$ cat src/design/spk_pkg.sv
// ----------------------------------------------------------------------------
// spk_pkg: shared types, constants and helpers for the Speck48/96 core
// Word width, round counts, mode codes, request/response payloads and the
// pipeline stage payload carried between schedule and round stages.
// ----------------------------------------------------------------------------
package spk_pkg;

   localparam int WORD_W      = 24;
   localparam int SCHED_STEPS = 22;
   localparam int ROUNDS      = 23;
   localparam int IDX_W       = $clog2(ROUNDS);

   localparam logic MODE_ENCRYPT = 1'b0;
   localparam logic MODE_DECRYPT = 1'b1;

   typedef logic [WORD_W-1:0] word_type;
   typedef logic [IDX_W-1:0]  idx_type;

   typedef struct packed {
      logic     req_type;
      word_type key_word_0;
      word_type key_word_1;
      word_type key_word_2;
      word_type key_word_3;
      word_type block_low;
      word_type block_high;
   } spk_req_type;

   typedef struct packed {
      word_type out_low;
      word_type out_high;
   } spk_rsp_type;

   // Payload of one pipeline stage. keys holds the schedule as it fills in.
   typedef struct packed {
      logic                  mode;
      word_type              x;
      word_type              y;
      word_type              ell0;
      word_type              ell1;
      word_type              ell2;
      word_type              rk_cur;
      word_type [ROUNDS-1:0] keys;
   } spk_stage_type;

   function automatic word_type rotl(input word_type v, input int unsigned r);
      rotl = (v << r) | (v >> (WORD_W - r));
   endfunction

endpackage

$ cat src/design/spk_round_stage.sv
// ----------------------------------------------------------------------------
// spk_round_stage: one registered cipher round, forward or inverse
// Encrypt uses round key step_idx; decrypt uses the mirrored key.
// ----------------------------------------------------------------------------
module spk_round_stage (
   input  logic                   clock,
   input  logic                   reset,
   input  spk_pkg::idx_type       step_idx,
   input  logic                   in_valid,
   input  spk_pkg::spk_stage_type in_data,
   output logic                   out_valid,
   output spk_pkg::spk_stage_type out_data
);

   logic                   valid_ff;
   spk_pkg::spk_stage_type data_ff;
   spk_pkg::spk_stage_type data_in;
   spk_pkg::word_type      rkey;
   spk_pkg::word_type      enc_x;
   spk_pkg::word_type      dec_y;
   spk_pkg::idx_type       rev_idx;

   always_comb begin
      rev_idx = spk_pkg::idx_type'(spk_pkg::ROUNDS - 1) - step_idx;
      rkey    = (in_data.mode == spk_pkg::MODE_DECRYPT) ? in_data.keys[rev_idx]
                                                        : in_data.keys[step_idx];
      enc_x   = (spk_pkg::rotl(in_data.x, 16) + in_data.y) ^ rkey;
      dec_y   = spk_pkg::rotl(in_data.x ^ in_data.y, 21);
      data_in = in_data;
      if (in_data.mode == spk_pkg::MODE_DECRYPT) begin
         data_in.y = dec_y;
         data_in.x = spk_pkg::rotl((in_data.x ^ rkey) - dec_y, 8);
      end else begin
         data_in.x = enc_x;
         data_in.y = spk_pkg::rotl(in_data.y, 3) ^ enc_x;
      end
   end

   always_ff @(posedge clock) begin
      if (reset) begin
         valid_ff <= 1'b0;
      end else begin
         valid_ff <= in_valid;
      end
      data_ff <= data_in;
   end

   assign out_valid = valid_ff;
   assign out_data  = data_ff;

endmodule

$ cat config.mk
export PLATFORM = sky130hd
export DESIGN_NAME = spk_round_stage
export DESIGN_NICKNAME = d
export VERILOG_FILES = /design/src/design/spk_pkg.sv /design/src/design/spk_round_stage.sv
export SDC_FILE = /design/constraint.sdc
export NUM_CORES = 1
export LEC_CHECK = 0
export BUFFER_PORTS_ARGS = -buffer_cell sky130_fd_sc_hd__buf_4
export CAP_MARGIN = 20
export CORE_AREA = 2 2 545 547
export DETAILED_ROUTE_END_ITERATION = 6
export DIE_AREA = 0 0 547 549
export PLACE_DENSITY = 0.3
export SETUP_SLACK_MARGIN = 0.2
export SYNTH_ARGS = -nofsm -noshare
export SYNTH_HDL_FRONTEND = slang
export SYNTH_SLANG_ARGS = --single-unit
$ cat constraint.sdc
create_clock -name clock -period 7.16 [get_ports clock]
set_clock_uncertainty 0.05 [all_clocks]
set_input_delay 0.716 -clock clock [delete_from_list [all_inputs] [get_ports clock]]
set_output_delay 0.716 -clock clock [all_outputs]
set_load 0.02 [all_outputs]
; Yosys cells after proc, flatten, opt, wreduce, memory -nomap -nowiden
; Index checks and enable logic that the tools add are counted.
[totals]
reg_bits = 698
output_inout_bits = 698
[op_classes]
n_bitwise = 8
n_mux = 6
addsub = 3
order_cmp = 2
[op_table]
columns = op, n
row1 = $bmux 24 s5, 2
row2 = $xor 24x24->24, 4
row3 = $mux 24, 3
row4 = $mux 48, 1
row5 = $add 24x24->24, 1
row6 = $or 24x16->24, 1
row7 = $or 24x21->24, 1
row8 = $or 24x3->24, 1
row9 = $or 24x8->24, 1
row10 = $sub 24x24->24, 1
row11 = $lt 5x6->1 const B, 2
row12 = $sub 5x5->5 const A, 1

; Longest topological paths before layout
[depth]
word_depth = 8
mapped_depth = 26
mapped_depth_nobuf = 21

; Worst setup path before layout
; Ideal clock, no wire load.
[synth_timing]
kind = in2reg
startpoint = input port step_idx[0]
endpoint = register data_ff (netlist bit out_data[672])
path_slack_ns = 1.723
stages = 25
arrival_time_ns = 5.267
setup_time_ns = 0.121
n_path_buf = 5
t_required_ns = 6.989
path_cell_list = ha_1 > xnor2_2 > buf_6 > buf_2 > buf_4 > buf_2 > buf_4 > mux4_2 > mux2i_1 > o21ai_0 > nand3_1 > o21ai_0 > xnor2_1 > ha_1 > inv_1 > fa_1 > a21o_1 > a41o_1 > nor4_1 > o31ai_1 > nand4_1 > and2_1 > o21ai_0 > xor2_1 > mux2_2
[synth_lines]
columns = item, line_no
row1 = "start, declared", spk_round_stage.sv:8  ; input spk_pkg::idx_type step_idx,
row2 = "end signal, assigned", spk_round_stage.sv:45  ; data_ff <= data_in;
row3 = "end, declared", spk_round_stage.sv:16  ; spk_pkg::spk_stage_type data_ff;

==> results.toml <==
[sta]
fmax_mhz = 179
fin_crit_sh_pct = 78.2
tns_ps = 0
slew_violations = 0
period_needed_ps = 5600
worst_slack_ps = 1560
rsz0062_at_grt = "false"
setup_viol = 0
tightest_slew_ps = 1020
hold_viol_final = 0
slew_headroom_pct = 31.8

[finish]
area_growth_pct = 94.9
finish.utilization_pct = 17.8
fin_nets = 4825
final_cells = 8122
drive_above_1_share_pct = 46.8

[cts]
post_cts_buffers = 0
cts_buffers = 103
h-tree-depth = 3
cts_tree = "done"
clock_path_buffers = 4
clk_pin_slew_ps = 60
cts_resized = 0
clockRootBuffer = "clkbuf_16"
cts_sinks = 698

[power]
power_switching_w = 0.00451
pwr_density_cell_nw_per_um2 = 257
p_int_w = 0.00899
swShare_pct = 33.4
power_frac_clock_pct = 40.2
seq_power_share_pct = 31.8
vdd_drop_max_v = 0.000183
p_leak_nw = 21.8
power_frac_comb_pct = 28.0
power_w = 0.0135

[die]
die_w_um = 547
initial_core_util_pct = 9.13
die_h_um = 549
fp-row-count = 200
die-area_um2 = 300000
fp.coreArea_um2 = 295000
io_pins = 1403

[detailed_routing]
wirelength_um = 270000
drt_iter0_markers = 1688
antenna_left = 0
drcViolationCount = 0
wl_per_cell_um = 33.3
dr.pass1.iters = 5
via_per_inst = 3.35
num_vias = 27207

[critical_path]
crit_required_ps = 7820
critical_path_class = "input pin to flip-flop"
endpoint_kind = "flip-flop"
cp.arrival_ps = 6260
start_kind = "input pin"
crit_fanout = 20

[yosys]
synth_top_family_by_area = "multiplexers"
syn_nets = 2716
syn_area_per_cell_um2 = 13.7
muxShareOfSynthArea_pct = 25.6
synth_xor_area_share_pct = 4.70
synth_flop_cell = "dfxtp_1"
yosysUniqueCellTypes = 76
async_flop_share_pct = 0
synth_compound_area_share_pct = 8.43
ys_ff_latch = 698
synthCells = 1961
synthSimpleGateAreaFrac_pct = 4.05
synth-edff-count = 0
ys_seq_area_share_pct = 51.9
synthAdderAreaFrac_pct = 2.38
mappedNetlistArea_um2 = 26900
ys_warn_count = 0

[place]
placedCellCount = 7263
gp_congestion = 0.834
hpwl_um = 235000
place_ws_ps = 707
port_buffers = 1402

[worst_hold_path]
worstHoldPathType = "input pin to flip-flop"

[grt]
grt_max_degree = 87
grt_pass1_wl_um = 334000
grt_pass1_vias = 29116
antenna_found_initial = 103
grtUsageTotal_pct = 17.3
gr-total-overflow = 0

[job]
maxCapViolCount = 0

[run_status]
outcome = "complete, no violations"
==> logic make-up (layout without fill, tap and decap cells) <==
group | after synthesis | count (layout)
flip-flops | 698 | 698
multiplexers | 370 | 370
AO/OA/AOI/OAI | 330 | 330
AND/OR/NAND/NOR | 245 | 245
XOR/XNOR | 138 | 138
buffers and inverters | 130 | 2322
adder cells (fa/ha/maj) | 50 | 50
other | 0 | 30
==> path summary, 6_finish.rpt <==
check / start / end / slack, ps / cells after the start
min: in_data[259] / out_data[259] / 80 / 1
max: step_idx[0] / out_data[679] / 1560 / 22
==> power groups by stage <==
stage / logic, W / clock network, W / registers, W
2_1_floorplan: 0.00117 / 0 / 0.00471
3_3_place_gp: 0.00357 / 0 / 0.00438
3_5_place_dp: 0.00355 / 0 / 0.00438
4_1_cts: 0.00390 / 0.00566 / 0.00430
5_1_grt: 0.00402 / 0.00575 / 0.00432
6_report: 0.00378 / 0.00542 / 0.00430
==> routing by layer <==
layer	up-vias	global-route usage, %	wire length (um)
met1	13858	21.8	115000
met4	22	3.11	5230
met2	1416	28.6	125000
met3	245	6.15	24700
met5	-	0	132
li1	11666	-	-
==> synth_stat cells (all sizes together) (3+ instances only) <==
| cell type | n | area share [%] |
|---|---|---|
| dfxtp | 698 | 52 |
| mux4 | 253 | 21 |
| mux2i | 112 | 4.2 |
| xnor2 | 109 | 3.6 |
| nand2 | 89 | 1.2 |
| buf | 84 | 2.3 |
| o21ai | 80 | 1.5 |
| nor2 | 77 | 1.1 |
| a21oi | 67 | 1.3 |
| ha | 48 | 2.2 |
| clkbuf | 34 | 0.47 |
| a21o | 27 | 0.75 |
| xor2 | 26 | 0.85 |
| a211oi | 24 | 0.67 |
| a31oi | 16 | 0.49 |
| nand3 | 16 | 0.30 |
| nor2b | 16 | 0.37 |
| nor3 | 16 | 0.30 |
| o211ai | 16 | 0.45 |
| a22oi | 12 | 0.33 |
| a221oi | 11 | 0.36 |
| inv | 11 | 0.15 |
| o21a | 10 | 0.28 |
| a2bb2oi | 9 | 0.29 |
| a41oi | 8 | 0.40 |
| o31ai | 8 | 0.22 |
| a221o | 7 | 0.26 |
| a2111oi | 6 | 0.22 |
| and2 | 5 | 0.12 |
| mux2 | 5 | 0.21 |
| nand2b | 5 | 0.12 |
| o221ai | 5 | 0.16 |
| or2 | 5 | 0.12 |
| a31o | 3 | 0.098 |
| and3 | 3 | 0.070 |
| nor4 | 3 | 0.070 |
| o21bai | 3 | 0.084 |
| o2bb2ai | 3 | 0.098 |
| or3 | 3 | 0.070 |
| xnor3 | 3 | 0.25 |
==> critical path, cell delays in order <==
cell      delay, ps
buf_8           140
ha_4            220
xnor2_4         350
buf_12          250
buf_4           290
buf_4           270
mux2i_1          90
o21ai_0         160
mux2i_1          80
o21ai_0         750
a21oi_1         330
xnor2_1         350
ha_1            360
nand2_1         110
o21ai_0         110
a221o_1         340
nor3_1          180
o21a_1          190
nor2_1           80
a221o_1         370
a31o_2          260
a211oi_1        200
==> layout make-up <==
class                   count  area (um^2)
well taps                3939         4930
clock buffers             147         3020
repair buffers           2122        17700
inverters                  12         45.0
fillers                 32585       243000
clock inverters            41          500
diodes                     30         75.1
flip-flops and latches    698        14000
multi-input cells        1133        12300
==> through the flow <==
step	hold slack, ps	area (um^2)
finish	75.7	52500
global route	15.7	52500
CTS	0.250	52400
detailed placement	772	42500
global placement	771	42500
floorplan	694	26900
==> what timing repair did <==
item / in CTS / in global routing
endpoints found under the setup margin: 0 / 0
hold buffers: 641 / 0
hold endpoints to repair: 640 / 0
==> flip-flops by register name, indices dropped and copies added, names as in the netlist <==
register	flops
out_valid	1
out_data	697
==> layout by cell type (no fill, tap or decap), drive strengths merged, types with 8 or more instances in the layout <==
cell type       n
bufinv          8
ha             48
a21o           27
o31ai           8
dfxtp         698
nor2b          16
dlygate4sd3   641
nand2          89
o211ai         16
buf          1481
o21ai          80
diode          30
nor2           77
a21oi          67
nor3           16
clkinv         23
a31oi          16
xor2           26
nand3          16
mux2i         112
o21a           10
a2bb2oi         9
a221oi         11
a41oi           8
xnor2         109
a211oi         24
clkbuf        147
mux4          253
a22oi          12
inv            17
(Power assumes the default switching activity.)
