<file path="src/design/spk_pkg.sv">
// ----------------------------------------------------------------------------
// spk_pkg: shared types, constants and helpers for the Speck48/96 core
// Word width, round counts, mode codes, request/response payloads and the
// pipeline stage payload carried between schedule and round stages.
// ----------------------------------------------------------------------------
package spk_pkg;

   localparam int WORD_W      = 24;
   localparam int SCHED_STEPS = 22;
   localparam int ROUNDS      = 23;
   localparam int IDX_W       = $clog2(ROUNDS);

   localparam logic MODE_ENCRYPT = 1'b0;
   localparam logic MODE_DECRYPT = 1'b1;

   typedef logic [WORD_W-1:0] word_type;
   typedef logic [IDX_W-1:0]  idx_type;

   typedef struct packed {
      logic     req_type;
      word_type key_word_0;
      word_type key_word_1;
      word_type key_word_2;
      word_type key_word_3;
      word_type block_low;
      word_type block_high;
   } spk_req_type;

   typedef struct packed {
      word_type out_low;
      word_type out_high;
   } spk_rsp_type;

   // Payload of one pipeline stage. keys holds the schedule as it fills in.
   typedef struct packed {
      logic                  mode;
      word_type              x;
      word_type              y;
      word_type              ell0;
      word_type              ell1;
      word_type              ell2;
      word_type              rk_cur;
      word_type [ROUNDS-1:0] keys;
   } spk_stage_type;

   function automatic word_type rotl(input word_type v, input int unsigned r);
      rotl = (v << r) | (v >> (WORD_W - r));
   endfunction

endpackage

</file>
<file path="src/design/spk_key_stage.sv">
// ----------------------------------------------------------------------------
// spk_key_stage: one registered step of the key schedule
// Derives the next round key and ell word and stores the key in the table.
// ----------------------------------------------------------------------------
module spk_key_stage (
   input  logic                   clock,
   input  logic                   reset,
   input  spk_pkg::idx_type       step_idx,
   input  logic                   in_valid,
   input  spk_pkg::spk_stage_type in_data,
   output logic                   out_valid,
   output spk_pkg::spk_stage_type out_data
);

   logic                   valid_ff;
   spk_pkg::spk_stage_type data_ff;
   spk_pkg::spk_stage_type data_in;
   spk_pkg::word_type      fresh;
   spk_pkg::word_type      rk_next;

   always_comb begin
      fresh   = (spk_pkg::rotl(in_data.ell0, 16) + in_data.rk_cur)
                ^ spk_pkg::word_type'(step_idx);
      rk_next = spk_pkg::rotl(in_data.rk_cur, 3) ^ fresh;
      data_in        = in_data;
      data_in.ell0   = in_data.ell1;
      data_in.ell1   = in_data.ell2;
      data_in.ell2   = fresh;
      data_in.rk_cur = rk_next;
      data_in.keys[spk_pkg::idx_type'(step_idx + 1'b1)] = rk_next;
   end

   always_ff @(posedge clock) begin
      if (reset) begin
         valid_ff <= 1'b0;
      end else begin
         valid_ff <= in_valid;
      end
      data_ff <= data_in;
   end

   assign out_valid = valid_ff;
   assign out_data  = data_ff;

endmodule

</file>
<file path="config.mk">
export PLATFORM = sky130hd
export DESIGN_NAME = spk_key_stage
export DESIGN_NICKNAME = d
export VERILOG_FILES = /design/src/design/spk_pkg.sv /design/src/design/spk_key_stage.sv
export SDC_FILE = /design/constraint.sdc
export NUM_CORES = 1
export LEC_CHECK = 0
export ABC_AREA = 1
export BUFFER_PORTS_ARGS = -buffer_cell sky130_fd_sc_hd__buf_2
export CORE_AREA = 4 4 541 543
export DETAILED_ROUTE_END_ITERATION = 10
export DIE_AREA = 0 0 545 547
export PLACE_DENSITY_LB_ADDON = 0.08
export SETUP_SLACK_MARGIN = 0.5
export SLEW_MARGIN = 25
export SYNTH_ARGS = -nofsm -noshare
export SYNTH_HDL_FRONTEND = slang
export SYNTH_SLANG_ARGS = --single-unit
</file>
<file path="constraint.sdc">
create_clock -name clock -period 2.1 [get_ports clock]
set_clock_uncertainty 0.05 [all_clocks]
set_input_delay 0 -clock clock [delete_from_list [all_inputs] [get_ports clock]]
set_output_delay 0 -clock clock [all_outputs]
set_load 0.05 [all_outputs]
</file>
# --- Word-level counts from Yosys, hierarchy flattened ---
# Cells that the tools add are included.
totals:
  reg_bits: 698
  in_bits: 705
  out_inout_bits: 698
  word_cells: 43
op_classes:
  add_sub_neg: 2
  magnitude_cmp: 2
  muxes: 3
  bitwise: 4
  reduce_logical: 1
op_table:
  columns: ["op", "count"]
  rows:
  - ["552-bit bitwise mux", 1]
  - ["24-bit demux with 5-bit select", 1]
  - ["24-bit adder", 1]
  - ["24-bit two-way mux", 1]
  - ["24-bit by 16-bit OR with 24-bit output", 1]
  - ["24-bit by 3-bit OR with 24-bit output", 1]
  - ["24-bit XOR", 1]
  - ["24-bit by 5-bit XOR with 24-bit output", 1]
  - ["5-bit by 6-bit < comparator with 1-bit output (second input constant)", 1]
  - ["5-bit by 1-bit adder with 5-bit output (second input constant)", 1]
  - ["5-bit by 1-bit >= comparator with 1-bit output (second input constant)", 1]
  - ["1-bit logical AND", 1]

# --- Logic depth before layout (Yosys ltp) ---
# Gate-level depths: netlist (run 1).
depth:
  ltp_word: 6
  mapped_depth: 15
  ltp_nobuf: 14

# --- Least setup slack after synthesis (run 1) ---
# OpenSTA, ideal clock, no wires.
synth_timing:
  path_kind: "input port to flip-flop"
  start: "input port in_data[552] (netlist bit)"
  end: "register data_ff (netlist bit out_data[392])"
  setup_time_ps: 130
  t_arrival_ps: 1785
  required_time_ps: 1920
  path_slack_ps: 136
  stages: 13
  path_buffers: 1
  path_cell_list: "ha_1 -> inv_1 -> fa_1 -> inv_1 -> nand3_1 -> nand3_1 -> nand3_1 -> nand2_1 -> xor2_1 -> nand2_1 -> nand2_1 -> clkbuf_2 -> o21ai_0"
synth_rtl:
  columns: ["item", "line", "rtl"]
  rows:
  - ["start, declared", "spk_key_stage.sv:10", "input spk_pkg::spk_stage_type in_data,"]
  - ["end signal, assigned", "spk_key_stage.sv:39", "data_ff <= data_in;"]
  - ["end, declared", "spk_key_stage.sv:16", "spk_pkg::spk_stage_type data_ff;"]

==> results.sh, run 1 <==
export IMPL_category_of_the_worst_setup_path_capture_point="flip-flop"
export IMPL_rows=197
export IMPL_io_buffers=1402
export IMPL_clockRootBuffer="clkbuf_16"
export IMPL_max_clock_path_buffers=4
export IMPL_pre_cts_ws_ns=-0.517
export IMPL_num_fill_cells=32500
export IMPL_violation_count_after_the_first_detailed_route_iteration=1413
export IMPL_start_util=0.0837
export IMPL_final_hold_violation_count=0
export IMPL_finalInstanceArea_um2=58300
export IMPL_core_area_um2=288000
export IMPL_path_clk_slew_ns=0.06
export IMPL_synth_avg_cell_area_um2=8.41
export IMPL_post_route_worst_setup_slack_ns=0.503
export IMPL_worst_pin_slew_ns=0.797
export IMPL_area_share_of_the_largest_cell_type_after_synthesis=0.580
export IMPL_design_portCount=1403
export IMPL_grt_max_degree=34
export IMPL_multi_input_comb_area_um2=9000
export IMPL_detail_route_antenna_nets=0
export IMPL_post_route_drc_count=0
export IMPL_crit_type="in2reg"
export IMPL_clock_tree_from_tritoncts="yes"
export IMPL_cp_arrival_ns=2.24
export IMPL_power_density_cell_area_nw_per_um2=826
export IMPL_totalWireLength_um=255000
export IMPL_maxSlewViolCount=0
export IMPL_critical_path_top_cell_by_count="inv_2"
export IMPL_leakagePower_nw=27.7
export IMPL_min_period_over_period=0.760
export IMPL_number_of_synthesized_flops_with_an_enable_pin=0
export IMPL_critical_path_top_delay_family="buffers and inverters"
export IMPL_totalNegativeSetupSlack_ns=0
export IMPL_crit_chain="buf_2 -> ha_4 -> inv_2 -> fa_2 -> inv_2 -> nand2_1 -> nand3_1 -> xor2_1 -> buf_4 -> or2_1 -> nand2_2 -> buf_12 -> o21ai_0"
export IMPL_first_global_vias=34300
export IMPL_synthMostInstantiatedCell="nand2_1"
export IMPL_post_synth_inst_count=2864
export IMPL_max_cap_viol_count=0
export IMPL_rsz0062_at_grt="yes"
export IMPL_synth_top_cells_by_area="dfxtp_1, nand2_1, nand3_1"
export IMPL_viasPerCell=3.25
export IMPL_ffs_w_async_s_r_synth=0
export IMPL_finalWorstPathRequiredPeriod_ns=1.60
export IMPL_detailed_place_hpwl_um=208000
export IMPL_gp_routability_congestion=0.797
export IMPL_num_cts_buffers=106
export IMPL_total_standard_cell_area_after_synthesis_um2=24100
export IMPL_synth_top_cell_by_area="dfxtp_1"
export IMPL_gr_total_overflow=0
export IMPL_ys_warnings_count=0
export IMPL_syn_nets=3593
export IMPL_worstHoldPathType="in2reg"
export IMPL_cts_sinks=698
export IMPL_wire_length_of_the_first_global_routing_pass_um=324000
export IMPL_post_drt_wl_per_cell_um=25.8
export IMPL_report_final_setup_viol=0
export IMPL_critPathMaxStageDelay_ns=0.43
export IMPL_run_status="completed"
export IMPL_synth_flop_cell="dfxtp_1"
export IMPL_path_max_fanout=9
export IMPL_dieHeight_um=547
export IMPL_synth_lib_cells_used_distinct=39
export IMPL_h_tree_level_count=3
export IMPL_startpoint_type="primary input"
export IMPL_cpMaxStageDelayCell="o21ai_0"
export IMPL_area_after_detailed_placement_um2=39200
export IMPL_area_delta_synth_final_pct=142
export IMPL_synth_top_cells_by_count="nand2_1, dfxtp_1, nand3_1"
export IMPL_relSlewSlack=0.463
export IMPL_antenna_found_initial=103
export IMPL_seq_area_um2=14100
export IMPL_clock_fmax_mhz=626
export IMPL_final_layout_size_suffix_gt1_frac=0.359
export IMPL_finalNetCount=6715
export IMPL_crit_required_ns=2.74
export IMPL_flip_flop_and_latch_count_after_synthesis=698
export IMPL_critical_path_n_buffers_inverters=5
export IMPL_die_w_um=545
export IMPL_ir_worst_vdd_mv=0.586
export IMPL_grtUsageTotal=0.162
export IMPL_floorplan_die_area_um2=298000
export IMPL_drt_pre_antenna_iters=7
export IMPL_ys_seq_area_frac=0.580
export IMPL_via_count=32100
## registers in the layout, summed over array words and instances, names as in the netlist
signal     flops
out_data     697
out_valid      1
## power by group
| group | internal [mW] | total (mW) | switching, mW |
|---|---|---|---|
| registers | 14.3 | 14.7 | 0.452 |
| logic | 5.39 | 14.5 | 9.15 |
| clock network | 11.4 | 18.9 | 7.54 |
| total | 31.1 | 48.2 | 17.1 |
## final cells by class
| type | count | share of cell area |
|---|---|---|
| inverters | 137 | 0.00922 |
| multi-input cells | 1864 | 0.154 |
| diodes | 48 | 0.00206 |
| clock buffers | 151 | 0.0523 |
| flip-flops and latches | 698 | 0.241 |
| repair buffers | 3179 | 0.451 |
| clock inverters | 31 | 0.00838 |
| well taps | 3781 | 0.0811 |
## per-layer routing
metal,track usage,up-vias,share of wire
met5,0,-,0.0016
met4,0.0483,66,0.032
met3,0.0472,312,0.071
met2,0.281,1148,0.48
met1,0.193,15200,0.42
li1,-,15400,-
## stage by stage
step	cells	hold slack [ns]	utilization	total power [mW]
detailed placement	8256	0.0539	0.136	26.8
global route	9874	0.0391	0.203	50.4
CTS	9814	0.000293	0.201	49.1
finish	9889	0.0391	0.203	48.2
global placement	8256	0.0525	0.136	26.9
floorplan	2864	-0.0223	-	20.5
## placed cells by master, fill, tap and decap left out, types with 76 or more instances in the layout
cell type,instances
buf_12,112
buf_2,1110
buf_4,495
buf_6,76
clkbuf_16,112
dfxtp_1,644
dlygate4sd3_1,1376
inv_1,107
nand2_1,1148
nand3_1,301
o21ai_1,128
## path summary, 6_finish.rpt
path	slack (ns)	to	startpoint	depth (start not counted)
max	0.50	out_data[390]	in_data[552]	13
min	0.04	out_data[588]	in_data[643]	10
## kinds of logic after synthesis
| kind of cell | synth area share |
|---|---|
| AOI/OAI and AO/OA | 0.0497 |
| DFF | 0.580 |
| buffers and inverters | 0.0636 |
| adders and majority gates | 0.0128 |
| xor gates and xnor gates | 0.00650 |
| and+or+nand+nor | 0.287 |
## what timing repair did
action / in CTS / in global routing
hold endpoints to repair: 697 / 1
resized for setup: 449 / 42
buffers inserted: 0 / 23
pin swaps: 0 / 15
gates cloned: 0 / 4
endpoints found under the setup margin: 299 / 239
hold buffers: 1376 / 1
Power figures use the tool's default switching activity.
==> run 2: changes to the inputs <==
- CORE_AREA: 4 4 541 543 -> 4 4 550 552
- DIE_AREA: 0 0 545 547 -> 0 0 554 556
- clock period: 2.1 -> 1.58 ns (I/O delays scaled with it)
==> run 2 against run 1 <==
- power rose by 43%
- sequential power grew 38%
- first-iteration DRC count is 3.5% higher
- cell area grew 15%
- combinational power is 53% higher
- die area up 3.3%
- critical path type is now reg2out
- sequential share of layout area decreased by 1.9 points
- the flow now finishes with violations (negative hold slack)
- clock power increased by 39%
- critical path depth decreased by 12
==> results.sh, run 2 (synthesis results as in run 1) <==
export IMPL_post_route_drc_count=0
export IMPL_leakagePower_nw=30.5
export IMPL_path_max_fanout=1
export IMPL_path_clk_slew_ns=0.06
export IMPL_clock_fmax_mhz=655
export IMPL_layout_cells_most_common="dlygate4sd3_1"
export IMPL_most_used_cells_in_the_layout_excluding_fill_and_tap_cells="dlygate4sd3_1, nand2_1, buf_2"
export IMPL_gr_total_overflow=0
export IMPL_critical_path_top_delay_family="flip-flops"
export IMPL_io_buffers=1402
export IMPL_totalWireLength_um=264000
export IMPL_finalInstanceArea_um2=67100
export IMPL_finalNetCount=6729
export IMPL_cts_sinks=698
export IMPL_critical_path_n_buffers_inverters=1
export IMPL_clockRootBuffer="clkbuf_16"
export IMPL_multi_input_comb_area_um2=10400
export IMPL_detail_route_antenna_nets=0
export IMPL_detailed_place_hpwl_um=212000
export IMPL_core_area_um2=297000
export IMPL_die_w_um=554
export IMPL_category_of_the_worst_setup_path_capture_point="output pin"
export IMPL_final_layout_size_suffix_gt1_frac=0.501
export IMPL_post_drt_wl_per_cell_um=26.3
export IMPL_hold_ws_ns=-0.379
export IMPL_max_cap_viol_count=0
export IMPL_num_cts_buffers=108
export IMPL_totalNegativeSetupSlack_ns=0
export IMPL_seq_area_um2=14900
export IMPL_cpMaxStageDelayCell="dfxtp_4"
export IMPL_cp_arrival_ns=1.48
export IMPL_drt_pre_antenna_iters=5
export IMPL_violations_in_the_final_reports="negative hold slack"
export IMPL_area_after_detailed_placement_um2=40300
export IMPL_crit_chain="buf_8"
export IMPL_relSlewSlack=0.642
export IMPL_antenna_found_initial=87
export IMPL_crit_type="reg2out"
export IMPL_worst_pin_slew_ns=0.536
export IMPL_run_status="finished with violations"
export IMPL_h_tree_level_count=3
export IMPL_start_util=0.0811
export IMPL_maxSlewViolCount=0
export IMPL_rsz0062_at_grt="yes"
export IMPL_rows=200
export IMPL_via_count=32400
export IMPL_dieHeight_um=556
export IMPL_final_hold_violation_count=82
export IMPL_max_reg_flops=697
export IMPL_first_global_vias=34700
export IMPL_startpoint_type="flip-flop"
export IMPL_finalWorstPathRequiredPeriod_ns=1.53
export IMPL_viasPerCell=3.22
export IMPL_clock_tree_from_tritoncts="yes"
export IMPL_worstHoldPathType="in2reg"
export IMPL_wire_length_of_the_first_global_routing_pass_um=333000
export IMPL_grt_max_degree=34
export IMPL_crit_required_ns=1.53
export IMPL_grtUsageTotal=0.161
export IMPL_report_final_setup_viol=0
export IMPL_cp_num_cells=1
export IMPL_ir_worst_vdd_mv=0.848
export IMPL_power_density_cell_area_nw_per_um2=1020
export IMPL_p_total_mw=68.7
export IMPL_design_portCount=1403
export IMPL_violation_count_after_the_first_detailed_route_iteration=1462
export IMPL_cp_startpoint="out_data[298]"
export IMPL_area_delta_synth_final_pct=179
export IMPL_gp_routability_congestion=0.805
export IMPL_crit_path_end="out_data[298]"
export IMPL_min_period_over_period=0.966
export IMPL_max_clock_path_buffers=4
export IMPL_floorplan_die_area_um2=308000
export IMPL_num_fill_cells=32700
export IMPL_critPathMaxStageDelay_ns=0.44
-- run 2: cell types whose count changed in the layout (fill, tap and decap cells not counted), moves of 51 or more --
cell | before | now
buf_12 | 112 | 316
dfxtp_4 | 14 | 97
nand2_2 | 22 | 97
dlygate4sd3_1 | 1376 | 1302
buf_8 | 4 | 366
buf_2 | 1110 | 816
nand3_2 | 11 | 62
dfxtp_2 | 40 | 466
dfxtp_1 | 644 | 135
buf_4 | 495 | 313
nand3_1 | 301 | 225
nand2_1 | 1148 | 1039
-- run 2: routing by layer --
layer	share of wire	vias up	track usage
li1	-	15400	-
met1	0.42	15500	0.193
met2	0.48	1183	0.282
met3	0.070	270	0.0467
met4	0.022	30	0.0353
met5	0.00064	-	0
-- run 2: power by group --
group	total, mW	leakage [nW]	internal, mW	switching, mW
clock network	26.3	1.85	15.9	10.4
logic	22.2	22.8	9.58	12.6
registers	20.3	5.93	19.1	1.13
-- run 2: repair_timing --
item / in CTS / in global routing
hold endpoints to repair: 698 / 132
endpoints found under the setup margin: 1208 / 1256
pin swaps: 10 / 106
gates resized for setup: 2237 / 780
gates cloned: 2 / 13
hold buffers: 1299 / 4
setup buffers: 2 / 51
-- run 2: area by class of cell --
type,count,share of cell area
Clock buffer,145,0.0469
Clock inverter,51,0.00918
Timing Repair Buffer,3191,0.483
Multi-Input combinational cell,1864,0.155
Tap cell,3939,0.0735
Sequential cell,698,0.222
Inverter,137,0.00798
Antenna cell,36,0.00134
-- run 2: worst min-delay path by stage --
stage                     slack [ns]  cells past startpoint       endpoint          from
after floorplan                -0.02                      0  out_data[600]  in_data[576]
after global placement          0.05                      1  out_data[680]  in_data[680]
after detailed placement        0.05                      1  out_data[666]  in_data[666]
after CTS                      -0.48                      4  out_data[584]  in_data[640]
after global routing           -0.43                      3  out_data[578]   step_idx[2]
final                          -0.38                      3  out_data[578]   step_idx[2]
-- run 2: metrics by stage --
stage / util / instances / setup WS (ns)
finish: 0.226 / 10100 / 0.0542
global route: 0.226 / 10000 / -0.0414
CTS: 0.215 / 9958 / -0.0807
detailed placement: 0.136 / 8459 / -1.06
global placement: 0.136 / 8459 / -1.08
floorplan: - / 2864 / -0.101
==> run 3: changes to the inputs <==
==> constraint.sdc (replaced) <==
create_clock -name clock -period 1.58 [get_ports clock]
set_clock_uncertainty 0.05 [all_clocks]
set_input_delay 0.079 -clock clock [delete_from_list [all_inputs] [get_ports clock]]
set_output_delay 0.079 -clock clock [all_outputs]
set_load 0.05 [all_outputs]
==> run 3 against run 2 <==
- largest cell class unchanged
- setup slack got worse by 0.056 ns
- largest power group unchanged
- critical endpoint is now out_data[255]
- non-clock buffer count fell by 62
- the run ends with negative hold slack, negative setup slack left
- core utilization rose by 0.54 points
==> results.sh, run 3 (synthesis results as in run 1) <==
export IMPL_floorplan_die_area_um2=308000
export IMPL_category_of_the_worst_setup_path_capture_point="output pin"
export IMPL_totalWireLength_um=260000
export IMPL_critical_path_top_delay_family="flip-flops"
export IMPL_path_clk_slew_ns=0.07
export IMPL_pre_cts_ws_ns=-1.13
export IMPL_core_area_um2=297000
export IMPL_cpMaxStageDelayCell="dfxtp_4"
export IMPL_cts_sinks=698
export IMPL_io_buffers=1402
export IMPL_violations_in_the_final_reports="negative hold slack, negative setup slack"
export IMPL_antenna_found_initial=93
export IMPL_violation_count_after_the_first_detailed_route_iteration=1504
export IMPL_min_period_over_period=1.00
export IMPL_drt_pre_antenna_iters=5
export IMPL_combinationalPowerShare=0.333
export IMPL_power_internal_mw=45.5
export IMPL_post_drt_wl_per_cell_um=26.0
export IMPL_sw_ratio=0.350
export IMPL_rows=200
export IMPL_die_w_um=554
export IMPL_run_status="finished with violations"
export IMPL_start_util=0.0811
export IMPL_report_final_setup_viol=1
export IMPL_startpoint_type="flip-flop"
export IMPL_max_clock_path_buffers=4
export IMPL_final_hold_violation_count=101
export IMPL_leakagePower_nw=30.8
export IMPL_gp_routability_congestion=0.791
export IMPL_max_reg_flops=697
export IMPL_gr_total_overflow=0
export IMPL_crit_required_ns=1.45
export IMPL_post_route_worst_setup_slack_ns=-0.00163
export IMPL_finish_utilization=0.231
export IMPL_detail_route_antenna_nets=0
export IMPL_grt_max_degree=32
export IMPL_worstHoldPathType="in2reg"
export IMPL_final_layout_size_suffix_gt1_frac=0.542
export IMPL_worst_pin_slew_ns=0.470
export IMPL_clockRootBuffer="clkbuf_16"
export IMPL_critical_path_n_buffers_inverters=1
export IMPL_crit_chain="buf_8"
export IMPL_ir_worst_vdd_mv=1.04
export IMPL_maxSlewViolCount=0
export IMPL_cp_arrival_ns=1.45
export IMPL_first_global_vias=34500
export IMPL_design_portCount=1403
export IMPL_wire_length_of_the_first_global_routing_pass_um=328000
export IMPL_detailed_place_hpwl_um=207000
export IMPL_critPathMaxStageDelay_ns=0.43
export IMPL_post_route_drc_count=0
export IMPL_clock_tree_from_tritoncts="yes"
export IMPL_area_delta_synth_final_pct=185
export IMPL_clock_fmax_mhz=632
export IMPL_hold_ws_ns=-0.291
export IMPL_path_max_fanout=1
export IMPL_via_count=32100
export IMPL_power_density_cell_area_nw_per_um2=1020
export IMPL_dieHeight_um=556
export IMPL_most_used_cells_in_the_layout_excluding_fill_and_tap_cells="dlygate4sd3_1, nand2_1, buf_2"
export IMPL_grtUsageTotal=0.158
export IMPL_max_cap_viol_count=0
export IMPL_h_tree_level_count=3
export IMPL_p_seq_frac=0.291
export IMPL_net_switching_power_mw=24.5
export IMPL_layout_cells_most_common="dlygate4sd3_1"
export IMPL_viasPerCell=3.21
export IMPL_finalWorstPathRequiredPeriod_ns=1.58
export IMPL_crit_type="reg2out"
export IMPL_finalNetCount=6668
export IMPL_relSlewSlack=0.686
export IMPL_rsz0062_at_grt="yes"
export IMPL_num_cts_buffers=109
export IMPL_power_clock_fraction=0.376
==> run 3: cell count changes in the layout (fill, tap and decap cells not counted), sizes merged <==
| cell | delta |
|---|---|
| bufinv | +2 |
| diode | +4 |
| inv | +1 |
| clkinv | -1 |
| clkbuf | +2 |
| dlygate4sd3 | -66 |
| clkinvlp | -2 |
| buf | +2 |
==> run 3: stage by stage <==
step | area, µm² | TNS [ns] | hold slack (ns) | power [mW] | instances
floorplan | 25300 | -14.02 | 0.0567 | 27.7 | 2864
finish | 68700 | -0.00163 | -0.291 | 69.9 | 10000
detailed placement | 40700 | -384.78 | 0.133 | 36.0 | 8447
CTS | 66100 | -2.98 | -0.377 | 70.1 | 9906
global placement | 40700 | -381.95 | 0.131 | 36.1 | 8447
global route | 68600 | -1.36 | -0.334 | 73.1 | 9991
==> run 3: timing repair <==
| action | 4_1_cts | 5_1_grt |
|---|---|---|
| buffers inserted | 25 | 37 |
| hold endpoints to repair | 697 | 134 |
| resized for setup | 3043 | 435 |
| hold buffers | 1235 | 2 |
| setup endpoints to repair | 1244 | 1256 |
| pin swaps | 37 | 115 |
| gates cloned | 3 | 19 |
==> run 3: path summary, 6_finish.rpt <==
| kind | start | end | cells past startpoint |
|---|---|---|---|
| hold / removal | step_idx[2] | out_data[578] | 3 |
| setup / recovery | out_data[255] | out_data[255] | 1 |
==> run 3: final cells by class <==
class	count	area [µm²]
Clock buffer	145	3050
Timing Repair Buffer	3129	33400
Clock inverter	51	679
Fill cell	32500	228000
Multi-Input combinational cell	1864	10900
Antenna cell	40	100
Inverter	137	546
Tap cell	3939	4930
Sequential cell	698	15000
==> run 3: power groups by stage <==
stage	sequential [mW]	combinational, mW	clock, mW
final	20.4	23.3	26.3
after global routing	20.5	24.5	28.1
after CTS	20.4	22.2	27.5
after detailed placement	19.9	16.1	0
after global placement	19.9	16.2	0
after floorplan	24.5	3.24	0
==> run 3: metal layers <==
layer | share of wire | wire (µm) | track usage
met5 | 0.0010 | 266 | 0
met4 | 0.034 | 8920 | 0.0510
met3 | 0.078 | 20400 | 0.0561
met2 | 0.48 | 124000 | 0.272
met1 | 0.41 | 106000 | 0.182
